===== src/rtl/core/nbh_pkg.sv =====
// Shared constants, codes and types of the net bounding box and wirelength engine.
package nbh_pkg;

    localparam int INST_DEPTH  = 1024;
    localparam int INST_AW     = $clog2(INST_DEPTH);
    localparam int IDX_W       = 10;
    localparam int COORD_W     = 32;
    localparam int TAG_W       = 16;
    localparam int WL_W        = 33;
    localparam int PLACE_W     = 2 * COORD_W;
    localparam int QUEUE_DEPTH = 4;
    localparam int QUEUE_AW    = $clog2(QUEUE_DEPTH);

    localparam logic [1:0] MODE_MOVE  = 2'd0;
    localparam logic [1:0] MODE_PIN   = 2'd1;
    localparam logic [1:0] MODE_EMPTY = 2'd2;

    // One job for the back end: a resolved pin position or an empty net.
    typedef struct packed {
        logic               is_empty;
        logic               last;
        logic [TAG_W-1:0]   tag;
        logic [COORD_W-1:0] px;
        logic [COORD_W-1:0] py;
    } t_job;

    // Handshake between the front end and the queue, and the queue and the back end.
    typedef struct packed {
        logic valid;
        t_job job;
    } t_job_beat;

    typedef struct packed {
        logic [TAG_W-1:0]   tag;
        logic [COORD_W-1:0] min_x;
        logic [COORD_W-1:0] max_x;
        logic [COORD_W-1:0] min_y;
        logic [COORD_W-1:0] max_y;
    } t_box;

endpackage


===== src/rtl/core/nbh_res_if.sv =====
// Output channel carrying one bounding box and wirelength per beat.
interface nbh_res_if import nbh_pkg::*; ();
    logic                      valid;
    logic                      ready;
    logic [TAG_W-1:0]          net_tag_out;
    logic signed [COORD_W-1:0] box_min_x;
    logic signed [COORD_W-1:0] box_max_x;
    logic signed [COORD_W-1:0] box_min_y;
    logic signed [COORD_W-1:0] box_max_y;
    logic [WL_W-1:0]           wirelength;

    modport source (
        output valid, net_tag_out, box_min_x, box_max_x, box_min_y, box_max_y, wirelength,
        input  ready
    );
    modport sink (
        input  valid, net_tag_out, box_min_x, box_max_x, box_min_y, box_max_y, wirelength,
        output ready
    );
endinterface


===== src/rtl/core/nbh_back.sv =====
// Back end: running bounding box, then width and height, then the wirelength sum.
module nbh_back import nbh_pkg::*; (
    input  logic      i_clk,
    input  logic      i_rst_n,
    input  t_job_beat i_head,
    output logic      o_pop,
    nbh_res_if.source m_res
);

    logic                r_await;
    logic [COORD_W-1:0]  r_min_x;
    logic [COORD_W-1:0]  r_max_x;
    logic [COORD_W-1:0]  r_min_y;
    logic [COORD_W-1:0]  r_max_y;
    logic [COORD_W-1:0]  n_min_x;
    logic [COORD_W-1:0]  n_max_x;
    logic [COORD_W-1:0]  n_min_y;
    logic [COORD_W-1:0]  n_max_y;

    logic                r_b1_valid;
    t_box                r_b1;
    logic                r_b2_valid;
    t_box                r_b2;
    logic [WL_W-1:0]     r_b2_dx;
    logic [WL_W-1:0]     r_b2_dy;
    logic                r_o_valid;
    t_box                r_o;
    logic [WL_W-1:0]     r_o_wl;

    logic                emit;
    logic                load_b1;
    logic                load_b2;
    logic                load_o;
    t_job                job;

    assign job     = i_head.job;
    assign load_o  = !r_o_valid || m_res.ready;
    assign load_b2 = !r_b2_valid || load_o;
    assign load_b1 = !r_b1_valid || load_b2;
    assign emit    = job.is_empty || job.last;
    // Pins that do not close a net only touch the running box, so they never wait.
    assign o_pop   = i_head.valid && (!emit || load_b1);

    always_comb begin
        if (r_await) begin
            n_min_x = job.px;
            n_max_x = job.px;
            n_min_y = job.py;
            n_max_y = job.py;
        end else begin
            n_min_x = ($signed(job.px) < $signed(r_min_x)) ? job.px : r_min_x;
            n_max_x = ($signed(job.px) > $signed(r_max_x)) ? job.px : r_max_x;
            n_min_y = ($signed(job.py) < $signed(r_min_y)) ? job.py : r_min_y;
            n_max_y = ($signed(job.py) > $signed(r_max_y)) ? job.py : r_max_y;
        end
    end

    always_ff @(posedge i_clk) begin
        if (!i_rst_n) begin
            r_await <= 1'b1;
            r_min_x <= '0;
            r_max_x <= '0;
            r_min_y <= '0;
            r_max_y <= '0;
        end else if (o_pop) begin
            if (job.is_empty) begin
                r_await <= 1'b1;
            end else begin
                r_await <= job.last;
                r_min_x <= n_min_x;
                r_max_x <= n_max_x;
                r_min_y <= n_min_y;
                r_max_y <= n_max_y;
            end
        end
    end

    always_ff @(posedge i_clk) begin
        if (!i_rst_n) begin
            r_b1_valid <= 1'b0;
            r_b2_valid <= 1'b0;
            r_o_valid  <= 1'b0;
        end else begin
            if (load_b1) begin
                r_b1_valid <= o_pop && emit;
            end
            if (load_b2) begin
                r_b2_valid <= r_b1_valid;
            end
            if (load_o) begin
                r_o_valid <= r_b2_valid;
            end
        end
    end

    always_ff @(posedge i_clk) begin
        if (load_b1 && o_pop && emit) begin
            r_b1.tag <= job.tag;
            if (job.is_empty) begin
                r_b1.min_x <= '0;
                r_b1.max_x <= '0;
                r_b1.min_y <= '0;
                r_b1.max_y <= '0;
            end else begin
                r_b1.min_x <= n_min_x;
                r_b1.max_x <= n_max_x;
                r_b1.min_y <= n_min_y;
                r_b1.max_y <= n_max_y;
            end
        end
        if (load_b2) begin
            r_b2 <= r_b1;
            // Sign-extended differences: max is never below min, so both are never negative.
            r_b2_dx <= {r_b1.max_x[COORD_W-1], r_b1.max_x}
                     - {r_b1.min_x[COORD_W-1], r_b1.min_x};
            r_b2_dy <= {r_b1.max_y[COORD_W-1], r_b1.max_y}
                     - {r_b1.min_y[COORD_W-1], r_b1.min_y};
        end
        if (load_o) begin
            r_o    <= r_b2;
            r_o_wl <= r_b2_dx + r_b2_dy;
        end
    end

    assign m_res.valid       = r_o_valid;
    assign m_res.net_tag_out = r_o.tag;
    assign m_res.box_min_x   = r_o.min_x;
    assign m_res.box_max_x   = r_o.max_x;
    assign m_res.box_min_y   = r_o.min_y;
    assign m_res.box_max_y   = r_o.max_y;
    assign m_res.wirelength  = r_o_wl;

endmodule


===== src/flat_wrapper.sv =====
// flat-port wrapper written by rule: the top's interface ports become plain ports
module nbh_back_flat import nbh_pkg::*;
  (i_clk, i_rst_n, i_head, o_pop, m_res_valid, m_res_net_tag_out, m_res_box_min_x, m_res_box_max_x, m_res_box_min_y, m_res_box_max_y, m_res_wirelength, m_res_ready);
  nbh_res_if m_res_i ();
  input  logic i_clk;
  input  logic i_rst_n;
  input  t_job_beat i_head;
  output logic o_pop;
  output wire logic [$bits(m_res_i.valid)-1:0] m_res_valid;
  output wire logic [$bits(m_res_i.net_tag_out)-1:0] m_res_net_tag_out;
  output wire logic [$bits(m_res_i.box_min_x)-1:0] m_res_box_min_x;
  output wire logic [$bits(m_res_i.box_max_x)-1:0] m_res_box_max_x;
  output wire logic [$bits(m_res_i.box_min_y)-1:0] m_res_box_min_y;
  output wire logic [$bits(m_res_i.box_max_y)-1:0] m_res_box_max_y;
  output wire logic [$bits(m_res_i.wirelength)-1:0] m_res_wirelength;
  input wire logic [$bits(m_res_i.ready)-1:0] m_res_ready;
  assign m_res_valid = m_res_i.valid;
  assign m_res_net_tag_out = m_res_i.net_tag_out;
  assign m_res_box_min_x = m_res_i.box_min_x;
  assign m_res_box_max_x = m_res_i.box_max_x;
  assign m_res_box_min_y = m_res_i.box_min_y;
  assign m_res_box_max_y = m_res_i.box_max_y;
  assign m_res_wirelength = m_res_i.wirelength;
  assign m_res_i.ready = m_res_ready;
  nbh_back u_core (.i_clk(i_clk), .i_rst_n(i_rst_n), .i_head(i_head), .o_pop(o_pop), .m_res(m_res_i));
endmodule

===== config.mk =====
export PLATFORM = sky130hd
export DESIGN_NAME = nbh_back_flat
export DESIGN_NICKNAME = d
export VERILOG_FILES = /design/src/rtl/core/nbh_pkg.sv /design/src/rtl/core/nbh_res_if.sv /design/src/rtl/core/nbh_back.sv /design/src/flat_wrapper.sv
export SDC_FILE = /design/constraint.sdc
export NUM_CORES = 1
export LEC_CHECK = 0
export ABC_CLOCK_PERIOD_IN_PS = 9400
export BUFFER_PORTS_ARGS = -buffer_cell sky130_fd_sc_hd__buf_2
export CORE_UTILIZATION = 57
export DETAILED_ROUTE_END_ITERATION = 8
export GPL_ROUTABILITY_DRIVEN = 0
export PLACE_DENSITY = 0.84
export SLEW_MARGIN = 30
export SYNTH_ARGS = -nofsm -noshare
export SYNTH_HDL_FRONTEND = slang
export SYNTH_SLANG_ARGS = --single-unit

===== constraint.sdc =====
create_clock -name i_clk -period 9.4 [get_ports i_clk]
set_input_delay 0.47 -clock i_clk [delete_from_list [all_inputs] [get_ports i_clk]]
set_output_delay 0.47 -clock i_clk [all_outputs]
set_load 0.01 [all_outputs]

==> results_dict.tcl <==
set metrics [dict create \
    status "finished clean" \
    crit_family "compound AO/OA/AOI/OAI gates" \
    synth.distinct_cells 65 \
    area_growth_pct 14.1 \
    syn_inst 2446 \
    dr.pass1.iters 5 \
    worst_pin_slew_ns 0.975 \
    avgSynthCellArea_sq_um 12.6 \
    ioPinCount 265 \
    wl_microns 73700 \
    period_share_pct 43.7 \
    p_int_mw 5.81 \
    drv_slew 0 \
    skew_ns 0.0136 \
    hp-class "input pin to flip-flop" \
    grt_pass1_wl_microns 110000 \
    die_h_microns 235 \
    min_period_ns 4.11 \
    numPortBuffers 264 \
    swShare_pct 27.4 \
    nets 3035 \
    die-area_sq_um 55000 \
    antenna_found_initial 4 \
    seq_area_frac_synth_pct 60.3 \
    power.switching_mw 2.20 \
    cellPowerDensity_nw_per_um2 228 \
    cts.repair.resized 0 \
    vias 20300 \
    die_w_microns 235 \
    crit_type "flip-flop to flip-flop" \
    drt_iter0_markers 1787 \
    path_buf_inv 2 \
    total_power_mw 8.01 \
    drc 0 \
    slew_headroom_pct 34.8 \
    wl_per_cell_microns 21.3 \
    end_kind "flip-flop" \
    overflow 0 \
    fin_ws_ns 5.29 \
    synth_edf_count 531 \
    mostFrequentLayoutCells "edfxtp_1, buf_2, mux2i_1" \
    htree_levels 3 \
    cp_max_fo 32 \
    combPwrFrac_pct 18.7 \
    numCtsBuffers 68 \
    maxCapViolations 0 \
    rr_startpoint "u_core.r_min_x[17]" \
    tns_ns 0 \
    yosys_warnings 0 \
    tritoncts "yes" \
    ys_ff_latch 663 \
    cpMostUsedCell "a21o_1" \
    synth-main-ff-cell "edfxtp_1" \
    min_from "i_head[71]" \
    drtAntennaViolNets 0 \
    final_cell_area_sq_um 35200 \
    ys_async_sr_fraction_pct 0 \
    startpoint "u_core.r_min_x[17]" \
    multi_input_area_sq_um 11100 \
    critPathArrivalTime_ns 4.62 \
    post-place-ws_ns 5.16 \
    via_per_inst 5.86 \
    setup_viol 0 \
    clock-root-buffer "clkbuf_16" \
    cts_num_sinks 663 \
    clk_pin_slew_ns 0.06 \
    ir_drop_v 0.000141 \
    cts_buffer_depth 3 \
    syn_area_sq_um 30800 \
    final_hold_viol_count 0 \
    p_clk_share_pct 34.6 \
    fillers 3733 \
    fmax_mhz 244 \
    initial_core_util_pct 58.2 \
    rsz0062_at_grt "no" \
    critPathLaunchType "flip-flop" \
    rows 84 \
    gr-usage-all-layers_pct 26.5 \
    clk_latency_ns 0.61 \
    drive_gt1_share_pct 14.6 \
    placed_area_sq_um 32800 \
    cp.required_ns 9.92 \
    core_sq_um 53000 \
    dp_hpwl_microns 51900 \
    synth_nets 2757 \
    ff_latch_area_sq_um 18600 \
    grt_pass1_vias 19700 \
    cpMaxStageDelayCell "mux2i_4" \
    p_seq_share_pct 46.7 \
    final_common_cell "edfxtp_1" \
    cp_slowest_stage_delay_ns 0.69 \
    crit_chain "inv_1 -> ha_1 -> a21o_1 -> a21o_1 -> a21o_1 -> a221o_1 -> a2111oi_0 -> nor3_1 -> mux2i_4 -> buf_4 -> nand2_4 -> mux2i_1" \
    grt_max_degree 154 \
    p_leak_nw 15.3 \
]
## layout make-up
| type | count | area share (%) |
|---|---|---|
| Antenna cell | 3 | 0.0213 |
| Clock buffer | 82 | 5.23 |
| Clock inverter | 41 | 1.29 |
| Inverter | 218 | 2.34 |
| Multi-Input combinational cell | 1494 | 31.7 |
| Sequential cell | 663 | 52.9 |
| Tap cell | 688 | 2.45 |
| Timing Repair Buffer | 279 | 4.16 |
## metrics by stage
stage | hold WS [ns] | cells | utilization (%)
final | 0.0288 | 3468 | 66.4
after global routing | 0.0157 | 3467 | 66.4
after CTS | 0.000977 | 3465 | 66.4
after detailed placement | 0.405 | 3339 | 62.0
after global placement | 0.401 | 3339 | 62.0
after floorplan | 0.400 | 2446 | -
## routing by layer
metal | vias up | GRT usage [%] | wire length (microns)
met5 | - | 0 | 8
met4 | 2 | 12.1 | 2960
met3 | 177 | 4.25 | 5170
met2 | 887 | 42.8 | 34900
met1 | 9858 | 35.5 | 30600
li1 | 9389 | - | -
## logic make-up (layout without fill, tap and decap cells)
family | count (synthesis) | in the layout | share of synthesized area (%)
XOR/XNOR | 82 | 82 | 2.33
adder cells (fa/ha/maj) | 225 | 225 | 9.21
buffers and inverters | 289 | 620 | 3.74
AO/OA/AOI/OAI | 357 | 357 | 7.75
AND/OR/NAND/NOR | 572 | 572 | 8.22
flip-flops | 663 | 663 | 60.3
multiplexers | 258 | 258 | 8.43
other | 0 | 3 | 0
## state kept, by name, indices dropped and copies added (netlist names), 33 cells and up
signal and cells:
u_core.r_b1 144, u_core.r_b2 144, u_core.r_b2_dy 33, u_core.r_b2_dx 33, u_core.m_res.wirelength 33
## synthesized netlist by cell type, drive strengths merged (8+ instances only)
cell type	instances	area share, %
nand3	25	0.41
a211oi	8	0.19
mux2i	258	8.4
o21ai	51	0.83
nand2b	19	0.39
nand2	235	2.9
o21a	14	0.34
a221oi	8	0.23
dfxtp	132	8.6
and3	12	0.24
ha	222	9.0
buf	26	0.53
a21o	98	2.4
and4	10	0.28
a31oi	9	0.22
nand4	27	0.55
xor2	25	0.71
nor2b	28	0.57
xnor2	57	1.6
edfxtp	531	52
nor3	17	0.28
a21oi	97	1.6
inv	218	2.7
o21bai	12	0.29
clkbuf	45	0.55
nor2	180	2.2
## power groups by stage
stage | registers [mW] | clock network [mW] | logic (mW)
4_1_cts | 3.73 | 2.80 | 1.48
5_1_grt | 3.75 | 2.91 | 1.64
2_1_floorplan | 3.78 | 0 | 0.945
3_5_place_dp | 3.79 | 0 | 1.47
3_3_place_gp | 3.78 | 0 | 1.40
6_report | 3.73 | 2.77 | 1.50
## worst paths after layout
path,end,slack (ns),depth (start not counted)
worst max-delay path,u_core.r_min_x[10],5.29,12
worst min-delay path,u_core.r_b1[135],0.03,1
worst max register to register,u_core.r_min_x[10],5.29,12
worst min register to register,u_core.r_b2[130],0.41,0
## timing repair
item | CTS | global route
hold buffers | 3 | 0
hold endpoints to repair | 3 | 0
endpoints found under the setup margin | 0 | 0
setup buffers | 0 | 0
Note: power is estimated with default switching activity, not from simulation.
