$ cat src/rtl/core/nbh_pkg.sv
// Shared constants, codes and types of the net bounding box and wirelength engine.
package nbh_pkg;

    localparam int INST_DEPTH  = 1024;
    localparam int INST_AW     = $clog2(INST_DEPTH);
    localparam int IDX_W       = 10;
    localparam int COORD_W     = 32;
    localparam int TAG_W       = 16;
    localparam int WL_W        = 33;
    localparam int PLACE_W     = 2 * COORD_W;
    localparam int QUEUE_DEPTH = 4;
    localparam int QUEUE_AW    = $clog2(QUEUE_DEPTH);

    localparam logic [1:0] MODE_MOVE  = 2'd0;
    localparam logic [1:0] MODE_PIN   = 2'd1;
    localparam logic [1:0] MODE_EMPTY = 2'd2;

    // One job for the back end: a resolved pin position or an empty net.
    typedef struct packed {
        logic               is_empty;
        logic               last;
        logic [TAG_W-1:0]   tag;
        logic [COORD_W-1:0] px;
        logic [COORD_W-1:0] py;
    } t_job;

    // Handshake between the front end and the queue, and the queue and the back end.
    typedef struct packed {
        logic valid;
        t_job job;
    } t_job_beat;

    typedef struct packed {
        logic [TAG_W-1:0]   tag;
        logic [COORD_W-1:0] min_x;
        logic [COORD_W-1:0] max_x;
        logic [COORD_W-1:0] min_y;
        logic [COORD_W-1:0] max_y;
    } t_box;

endpackage

$ cat src/rtl/core/nbh_queue.sv
// Short job queue that decouples the front end from the back end.
module nbh_queue import nbh_pkg::*; (
    input  logic      i_clk,
    input  logic      i_rst_n,
    input  t_job_beat i_push,
    output logic      o_push_ready,
    output t_job_beat o_head,
    input  logic      i_pop
);

    t_job                r_mem [QUEUE_DEPTH];
    logic [QUEUE_AW-1:0] r_wp;
    logic [QUEUE_AW-1:0] r_rp;
    logic [QUEUE_AW:0]   r_cnt;
    logic [QUEUE_AW-1:0] n_wp;
    logic [QUEUE_AW-1:0] n_rp;
    logic                full;
    logic                push;
    logic                pop;

    assign full         = r_cnt == (QUEUE_AW+1)'(QUEUE_DEPTH);
    assign o_push_ready = !full;
    assign push         = i_push.valid && !full;
    assign pop          = i_pop && (r_cnt != '0);
    assign o_head.valid = r_cnt != '0;
    assign o_head.job   = r_mem[r_rp];

    assign n_wp = (r_wp == QUEUE_AW'(QUEUE_DEPTH - 1)) ? '0 : r_wp + 1'b1;
    assign n_rp = (r_rp == QUEUE_AW'(QUEUE_DEPTH - 1)) ? '0 : r_rp + 1'b1;

    always_ff @(posedge i_clk) begin
        if (!i_rst_n) begin
            r_wp  <= '0;
            r_rp  <= '0;
            r_cnt <= '0;
        end else begin
            if (push) begin
                r_wp <= n_wp;
            end
            if (pop) begin
                r_rp <= n_rp;
            end
            if (push && !pop) begin
                r_cnt <= r_cnt + 1'b1;
            end else if (pop && !push) begin
                r_cnt <= r_cnt - 1'b1;
            end
        end
    end

    always_ff @(posedge i_clk) begin
        if (push) begin
            r_mem[r_wp] <= i_push.job;
        end
    end

endmodule

$ cat config.mk
export PLATFORM = sky130hd
export DESIGN_NAME = nbh_queue
export DESIGN_NICKNAME = d
export VERILOG_FILES = /design/src/rtl/core/nbh_pkg.sv /design/src/rtl/core/nbh_queue.sv
export SDC_FILE = /design/constraint.sdc
export NUM_CORES = 1
export LEC_CHECK = 0
export BUFFER_PORTS_ARGS = -buffer_cell sky130_fd_sc_hd__buf_2
export CORE_ASPECT_RATIO = 0.6
export CORE_MARGIN = 4
export CORE_UTILIZATION = 51
export CTS_CLUSTER_SIZE = 30
export DETAILED_ROUTE_END_ITERATION = 8
export PLACE_DENSITY = 0.75
export SYNTH_ARGS = -nofsm -noshare
export SYNTH_HDL_FRONTEND = slang
export SYNTH_SLANG_ARGS = --single-unit
$ cat constraint.sdc
create_clock -name i_clk -period 2.19 [get_ports i_clk]
set_input_delay 0.1095 -clock i_clk [delete_from_list [all_inputs] [get_ports i_clk]]
set_output_delay 0.1095 -clock i_clk [all_outputs]
set_load 0.03 [all_outputs]
==> results of run 1 <==
repair_timing:
action                                  4_1_cts  5_1_grt
pin swaps                                     0        3
endpoints found under the setup margin       66       32
buffers inserted                              8        1
hold buffers                                 85        0
resized for setup                             6        7
hold endpoints to repair                    337        0
gates cloned                                  1        3
per-stage QoR:
| stage | util | hold slack, ns |
|---|---|---|
| floorplan | - | 0.2084 |
| global placement | 0.5850 | 0.3181 |
| detailed placement | 0.5850 | 0.3287 |
| CTS | 0.6700 | 0.01067 |
| global route | 0.6750 | 0.04690 |
| finish | 0.6750 | 0.05005 |
logic make-up (layout without fill, tap and decap cells):
| group | Yosys count | in the layout | synth area share |
|---|---|---|---|
| AO/OA/AOI/OAI | 6 | 6 | 0.002851 |
| other | 0 | 1 | 0 |
| AND/OR/NAND/NOR | 20 | 20 | 0.009573 |
| multiplexers | 84 | 84 | 0.1519 |
| XOR/XNOR | 2 | 2 | 0.001426 |
| buffers and inverters | 23 | 338 | 0.01028 |
| flip-flops | 337 | 337 | 0.8162 |
| adder cells (fa/ha/maj) | 7 | 7 | 0.007738 |
sequential cells by signal, summed over array words and instances, names as in the netlist, named ones only:
| name | count |
|---|---|
| r_cnt | 3 |
| r_mem | 328 |
| r_rp | 2 |
| r_wp | 2 |
worst max-delay path: stages (launching register included):
cell and delay (ns):
dfxtp_2 0.35, or3b_1 0.19, and2_4 0.17, ha_2 0.19
inv_1 0.06, fa_1 0.37, xor2_1 0.19, or3_2 0.42
a21boi_2 0.14
power by group:
group | total (W) | switching (W) | internal, W
clock | 0.00531 | 0.00218 | 0.00314
sequential | 0.00805 | 0.000215 | 0.00783
combinational | 0.00518 | 0.00306 | 0.00212
layout by cell type (no fill, tap or decap), drive strengths merged, types with 4 or more instances in the layout:
master / n
clkbuf: 35
mux4: 82
buf: 193
edfxtp: 328
clkinv: 12
bufinv: 6
and3: 4
dlygate4sd3: 85
ha: 6
o21ai: 4
nand2: 5
dfxtp: 9
cells in the mapped netlist:
cell type,number
nand4_1,1
xnor2_1,1
nor2_1,2
or3b_1,1
and2_4,1
a21boi_0,1
mux2i_1,2
o21ai_0,3
xor2_1,1
nand3_1,2
and2_1,1
buf_1,2
buf_4,8
dfxtp_1,9
fa_1,1
ha_1,6
nor2b_1,1
mux4_2,82
o31ai_1,1
o21ai_1,1
buf_6,1
inv_1,3
edfxtp_1,328
and3_2,4
or3_2,2
buf_2,2
clkbuf_1,7
nand2_1,5
routing by layer:
| layer | wire length (um) | up-vias | track usage |
|---|---|---|---|
| li1 | - | 2644 | - |
| met1 | 10450 | 3182 | 0.2557 |
| met2 | 12580 | 222 | 0.3069 |
| met3 | 1552 | 42 | 0.04378 |
| met4 | 548 | 0 | 0.04168 |
| met5 | 0 | - | 0 |
area by class of cell:
class / instances / share of cell area
Antenna cell: 1 / 0.0001584
Clock buffer: 32 / 0.04665
Clock inverter: 21 / 0.01671
Inverter: 3 / 0.0007128
Multi-Input combinational cell: 119 / 0.1372
Sequential cell: 337 / 0.6359
Tap cell: 315 / 0.02495
Timing Repair Buffer: 282 / 0.1377
path summary, 6_finish.rpt:
path                            startpoint        to  slack [ns]
worst max-delay path              r_cnt[2]  r_cnt[2]        0.04
worst min-delay path                 i_pop  register        0.05
worst max register to register    r_cnt[2]  r_cnt[2]        0.04
worst min register to register     r_wp[1]   r_wp[1]        0.53
==> results_dict.tcl, run 1 <==
set metrics [dict create \
    status "completed" \
    critPathLaunchType "register" \
    drc 0 \
    path_clk_slew_ns 0.06 \
    grt_pass1_vias 6497 \
    grt-ovfl-total 0 \
    cts_root_buf "clkbuf_16" \
    syn_area_per_cell_um2 25.65 \
    finalSetupViolCount 0 \
    finalCritPeriodShare 0.9810 \
    stdcell_count 1110 \
    finalCriticalPeriod_ns 2.148 \
    required_ns 2.66 \
    antenna_found_initial 1 \
    finalHoldViolations 0 \
    cts_max_level 1 \
    drtAntennaViolNets 0 \
    finalPower_w 0.01855 \
    fp.dieArea_um2 26720 \
    syn_inst 479 \
    die_h_um 128.2 \
    fin_ws_ns 0.04150 \
    clock_path_buffers 3 \
    hold_path_class "in2reg" \
    p_leak_nw 5.376 \
    seqCellArea_um2 10050 \
    fin_nets 865 \
    grt_max_degree 46 \
    cts_tree "yes" \
    grt_first_pass_wirelength_um 38040 \
    synth_seq_area_share 0.8162 \
    finalSetupTns_ns 0 \
    die_w_um 208.4 \
    critPathMaxFanout 5 \
    netlist-cell-type-count 28 \
    area_growth_pct 28.56 \
    dpl_worst_slack_ns -0.08025 \
    io_pins 170 \
    numCtsBuffers 29 \
    layout-drive-gt1-share 0.4270 \
    peakVddDrop_v 0.0008419 \
    p_per_area_nw_per_um2 1174 \
    slew_headroom 0.5533 \
    final_area_um2 15800 \
    setup.worst_path.class "reg2reg" \
    clock-sinks 337 \
    netlist_area_um2 12290 \
    end_kind "register" \
    io_buffers 169 \
    tightest_slew_ns 0.6700 \
    netlist.top_cell.by_area "edfxtp_1" \
    start_util 0.5250 \
    cap_violations 0 \
    drt_wl_total_um 25140 \
    dp.cells 958 \
    syn_nets 572 \
    ys_ff_latch 337 \
    place.gp.congestion 0.7615 \
    track_usage 0.1848 \
    via_per_inst 5.486 \
    drtIter0Drc 449 \
    rsz0062_at_grt "yes" \
    nFillCells 1483 \
    multi_input_area_um2 2167 \
    max_clock_freq_mhz 465.4 \
    skew_ns 0.01744 \
    hold_depth 4 \
    placementRows 43 \
    post_drt_wl_per_cell_um 22.65 \
    dp_hpwl_um 14280 \
    arrival_ns 2.62 \
    num_vias 6090 \
    worstSkewPairLatency_ns 0.54 \
    postPlaceCellArea_um2 13690 \
    yosys-top-cells-area "edfxtp_1, mux4_2, dfxtp_1, ha_1, buf_4" \
    firstDrtPassIters 4 \
    slew_violations 0 \
    reg2reg_depth 8 \
    synth_warnings 0 \
    coreArea_um2 23400 \
    synth_top_area_frac 0.8015 \
]
Note: power is estimated with default switching activity, not from simulation.
==> run 2, diff against run 1 <==
--- a/config.mk
+++ b/config.mk
@@ -7,11 +7,11 @@
 export LEC_CHECK = 0
 export BUFFER_PORTS_ARGS = -buffer_cell sky130_fd_sc_hd__buf_2
 export CORE_ASPECT_RATIO = 0.6
-export CORE_MARGIN = 4
-export CORE_UTILIZATION = 51
+export CORE_MARGIN = 5
+export CORE_UTILIZATION = 55
 export CTS_CLUSTER_SIZE = 30
 export DETAILED_ROUTE_END_ITERATION = 8
-export PLACE_DENSITY = 0.75
+export PLACE_DENSITY = 0.77
 export SYNTH_ARGS = -nofsm -noshare
 export SYNTH_HDL_FRONTEND = slang
 export SYNTH_SLANG_ARGS = --single-unit
==> constraint.sdc (replaced) <==
create_clock -name i_clk -period 2.5 [get_ports i_clk]
set_input_delay 0.125 -clock i_clk [delete_from_list [all_inputs] [get_ports i_clk]]
set_output_delay 0.125 -clock i_clk [all_outputs]
set_load 0.03 [all_outputs]
==> run 2 against run 1 <==
Net effect:
- clock power decreased by 25%
- via count decreased by 1.8%
- first-iteration DRC count increased by 7.1%
- routed wire length decreased by 5.0%
- non-clock buffer count decreased by 14
- sequential share of layout area increased by 2.0 points
==> results_dict.tcl, run 2 (synthesized netlist as in run 1, its figures left out) <==
set metrics [dict create \
    largest-register "r_mem" \
    regToRegSetupSlack_ns 0.20 \
    finalHoldViolations 0 \
    hold_depth 4 \
    p_leak_nw 5.179 \
    grt_max_degree 83 \
    max_clock_freq_mhz 434.2 \
    critPathLaunchType "register" \
    cts_tree "yes" \
    numCtsBuffers 29 \
    hold_path_class "in2reg" \
    drtIter0Drc 481 \
    coreArea_um2 22020 \
    grt-ovfl-total 0 \
    finalCriticalPeriod_ns 2.303 \
    cap_violations 0 \
    cts_max_level 1 \
    reg_top3 "r_mem (328), r_cnt (3)" \
    drtAntennaViolNets 0 \
    firstDrtPassIters 6 \
    arrival_ns 2.75 \
    path_cells "or3b_4, and2_4, ha_1, inv_1, fa_1, xor2_1, or3_2, a21boi_0" \
    nFillCells 1295 \
    grt_pass1_vias 6419 \
    end_kind "register" \
    clock_path_buffers 3 \
    reg2reg_depth 8 \
    largest_register_ff_count 328 \
    grt_first_pass_wirelength_um 37560 \
    die_w_um 203.0 \
    worstSkewPairLatency_ns 0.54 \
    required_ns 2.95 \
    min_from "i_pop" \
    io_pins 170 \
    finalCritPeriodShare 0.9212 \
    reg2reg_to "r_cnt[2]" \
    track_usage 0.1879 \
    rsz0062_at_grt "no" \
    io_buffers 169 \
    slowest_delay_ns 0.44 \
    dp_hpwl_um 13870 \
    fp.dieArea_um2 25530 \
    post_cts_buffers 0 \
    drc 0 \
    path_clk_slew_ns 0.06 \
    finalSetupViolCount 0 \
    slew_headroom 0.6546 \
    final_util 0.6949 \
    setup.worst_path.class "reg2reg" \
    critPathMaxFanout 7 \
    peakVddDrop_v 0.0007998 \
    fin_nets 851 \
    post_drt_wl_per_cell_um 22.41 \
    finalSetupTns_ns 0 \
    status "completed" \
    via_per_inst 5.610 \
    tightest_slew_ns 0.5182 \
    cts_root_buf "clkbuf_16" \
    final_cell_mix "edfxtp_1, buf_2, dlygate4sd3_1" \
    place.gp.congestion 0.7394 \
    n_antenna_cell 0 \
    clock-sinks 337 \
    slew_violations 0 \
    placementRows 42 \
    drt_wl_total_um 23890 \
    antenna_found_initial 0 \
    num_vias 5980 \
    slowest_stage "dfxtp_1" \
    die_h_um 125.8 \
    p_per_area_nw_per_um2 993.3 \
    reg2reg_from "r_cnt[1]" \
    start_util 0.5581 \
    skew_ns 0.02012 \
    area_growth_pct 24.52 \
    layout-drive-gt1-share 0.3974 \
    final_common_cell "edfxtp_1" \
]
-- run 2: power by group --
group | switching, W | total (W) | internal (W)
sequential | 0.000203 | 0.00705 | 0.00684
combinational | 0.00256 | 0.00417 | 0.00160
clock | 0.00185 | 0.00399 | 0.00214
total | 0.00461 | 0.0152 | 0.0106
-- run 2: worst max-delay path by stage --
stage | end | startpoint | slack (ns) | cells after the start
2_1_floorplan | r_cnt[2] | r_cnt[0] | 0.30 | 7
3_3_place_gp | r_cnt[2] | r_cnt[0] | 0.28 | 8
3_5_place_dp | r_cnt[2] | r_cnt[0] | 0.14 | 8
4_1_cts | r_cnt[2] | r_cnt[0] | 0.11 | 8
5_1_grt | o_head[38] | register | 0.06 | 3
6_report | r_cnt[2] | r_cnt[1] | 0.20 | 8
-- run 2: worst max-delay path, delay by kind of cell (launching register included) --
kind	cells	cell delay, ns
adder cells (fa/ha/maj)	2	0.55
XOR/XNOR	1	0.18
buffers and inverters	1	0.06
AO/OA/AOI/OAI	1	0.19
AND/OR/NAND/NOR	3	0.79
flip-flops	1	0.44
-- run 2: layer usage --
layer | wire [um] | up-vias | track usage
met4 | 308 | 0 | 0.02952
met5 | 0 | - | 0
met1 | 10380 | 3099 | 0.2845
met2 | 11350 | 237 | 0.2931
li1 | - | 2615 | -
met3 | 1845 | 29 | 0.04394
-- run 2: per-stage QoR --
step | power, W | hold slack, ns | worst slack, ns | cell area, um^2 | std cells
after CTS | 0.01535 | 0.03996 | 0.1148 | 15300 | 1066
after floorplan | 0.01002 | 0.2239 | 0.2960 | 12290 | 479
final | 0.01520 | 0.06139 | 0.1970 | 15300 | 1066
after detailed placement | 0.01125 | 0.3398 | 0.1381 | 13610 | 927
after global routing | 0.01586 | 0.07435 | 0.06457 | 15300 | 1066
after global placement | 0.01114 | 0.3329 | 0.2750 | 13610 | 927
-- run 2: layout make-up --
type | count | area, um^2 | share of cell area
Timing Repair Buffer | 268 | 1917 | 0.1253
Clock inverter | 13 | 61.31 | 0.004007
Sequential cell | 337 | 10040 | 0.6560
Multi-Input combinational cell | 119 | 2150 | 0.1405
Tap cell | 286 | 357.8 | 0.02339
Clock buffer | 40 | 767.0 | 0.05013
Inverter | 3 | 11.26 | 0.0007360
-- run 2: what timing repair did --
item | in CTS | in global routing
endpoints found under the setup margin | 0 | 1
hold buffers | 86 | 0
gates resized for setup | 0 | 1
hold endpoints to repair | 336 | 0
==> run 3, diff against run 2 <==
--- a/config.mk
+++ b/config.mk
@@ -5,13 +5,15 @@
 export SDC_FILE = /design/constraint.sdc
 export NUM_CORES = 1
 export LEC_CHECK = 0
-export BUFFER_PORTS_ARGS = -buffer_cell sky130_fd_sc_hd__buf_2
 export CORE_ASPECT_RATIO = 0.6
 export CORE_MARGIN = 5
 export CORE_UTILIZATION = 55
 export CTS_CLUSTER_SIZE = 30
 export DETAILED_ROUTE_END_ITERATION = 8
-export PLACE_DENSITY = 0.77
+export DONT_BUFFER_PORTS = 1
+export GPL_ROUTABILITY_DRIVEN = 0
+export PLACE_DENSITY = 0.7
+export SLEW_MARGIN = 40
 export SYNTH_ARGS = -nofsm -noshare
 export SYNTH_HDL_FRONTEND = slang
 export SYNTH_SLANG_ARGS = --single-unit
==> run 3 against run 2 <==
Net effect:
- combinational power decreased by 12%
- fmax is 0.69% lower
- die area unchanged
- critical endpoint unchanged
- largest power group unchanged
- highest routed layer unchanged
==> results_dict.tcl, run 3 (synthesized netlist as in run 1, its figures left out) <==
set metrics [dict create \
    final_common_cell "edfxtp_1" \
    clock-sinks 337 \
    grt_max_degree 52 \
    status "completed" \
    antenna_found_initial 3 \
    path_clk_slew_ns 0.06 \
    start_util 0.5581 \
    finalCritPeriodShare 0.9276 \
    critPathLaunchType "register" \
    placementRows 42 \
    reg_top3 "r_mem (328), r_cnt (3)" \
    io_buffers 0 \
    end_kind "register" \
    rsz0062_at_grt "no" \
    via_per_inst 5.841 \
    layout-drive-gt1-share 0.2492 \
    slew_headroom 0.7056 \
    grt_pass1_vias 5698 \
    post_cts_buffers 0 \
    drtIter0Drc 338 \
    slew_violations 0 \
    clock_path_buffers 3 \
    cts_tree "yes" \
    finalCriticalPeriod_ns 2.319 \
    critPathMaxFanout 5 \
    largest-register "r_mem" \
    nFillCells 1337 \
    peakVddDrop_v 0.0006760 \
    hold_path_class "in2reg" \
    die_w_um 203.0 \
    p_per_area_nw_per_um2 1024 \
    coreArea_um2 22020 \
    setup.worst_path.class "reg2reg" \
    drc 0 \
    final_area_um2 14650 \
    firstDrtPassIters 4 \
    seqCellArea_um2 10040 \
    die_h_um 125.8 \
    cts_max_level 1 \
    fp.dieArea_um2 25530 \
    postPlaceCellArea_um2 12850 \
    tightest_slew_ns 0.4415 \
    finalSetupTns_ns 0 \
    io_pins 170 \
    worstSkewPairLatency_ns 0.54 \
    numCtsBuffers 29 \
    finalHoldViolations 0 \
    cap_violations 0 \
    skew_ns 0.01387 \
    finalPower_w 0.01500 \
    dp_hpwl_um 13560 \
    final_cell_mix "edfxtp_1, dlygate4sd3_1, mux4_2" \
    track_usage 0.1785 \
    finalSetupViolCount 0 \
    post_drt_wl_per_cell_um 25.00 \
    area_growth_pct 19.20 \
    fin_nets 688 \
    grt_first_pass_wirelength_um 35000 \
    drtAntennaViolNets 0 \
    drt_wl_total_um 22670 \
    arrival_ns 2.78 \
    num_vias 5298 \
    largest_register_ff_count 328 \
    multi_input_area_um2 2152 \
    required_ns 2.96 \
    grt-ovfl-total 0 \
    cts_root_buf "clkbuf_16" \
    max_clock_freq_mhz 431.2 \
    p_leak_nw 4.604 \
]
## run 3: what timing repair did
item,in CTS,in global routing
resized for setup,0,1
endpoints found under the setup margin,0,1
hold buffers,85,1
hold endpoints to repair,337,2
## run 3: routing by layer
layer | GRT usage | up-vias | part of all wire | routed length (um)
met1 | 0.2555 | 2781 | 0.43 | 9667
li1 | - | 2295 | - | -
met5 | 0 | - | 0 | 0
met3 | 0.06346 | 31 | 0.087 | 1963
met2 | 0.2778 | 191 | 0.48 | 10770
met4 | 0.02752 | 0 | 0.012 | 269
## run 3: layout make-up
type                       instances  share of cell area
tap                              286             0.02443
antenna                            3           0.0005125
multi-input combinational        119              0.1469
inverter                           3           0.0007688
sequential                       337              0.6852
timing repair buffer             105             0.07876
clock buffer                      49             0.06150
clock inverter                     5            0.001879
## run 3: per-stage QoR
stage | setup WS (ns) | util | instances | hold slack, ns
6_report | 0.1810 | 0.6652 | 907 | 0.05779
5_1_grt | 0.04402 | 0.6652 | 907 | 0.03833
4_1_cts | 0.1550 | 0.6642 | 903 | 0.006153
3_5_place_dp | 0.1846 | 0.5834 | 764 | 0.2240
3_3_place_gp | 0.3995 | 0.5834 | 764 | 0.2240
2_1_floorplan | 0.2960 | - | 479 | 0.2239
## run 3: path summary, 6_finish.rpt
path	from	end	slack, ns	cells after the start
max	r_cnt[0]	r_cnt[2]	0.18	8
min	i_push[82]	r_mem[0][67]	0.06	1
max reg2reg	r_cnt[0]	r_cnt[2]	0.18	8
min reg2reg	r_wp[1]	r_wp[1]	0.52	2
## run 3: worst max-delay path: stages (launching register included)
cell and delay, ns:
dfxtp_1 0.46, or3b_1 0.19, and2_4 0.17, ha_1 0.19, inv_1 0.08, fa_1 0.38
xor2_1 0.17, or3_2 0.41, a21boi_0 0.19
## run 3: report_power, final
| part | internal [W] | switching (W) | total, W | leakage, nW |
|---|---|---|---|---|
| sequential | 0.00684 | 0.000219 | 0.00706 | 3.08 |
| clock | 0.00244 | 0.00182 | 0.00426 | 0.459 |
| combinational | 0.00127 | 0.00241 | 0.00368 | 1.06 |
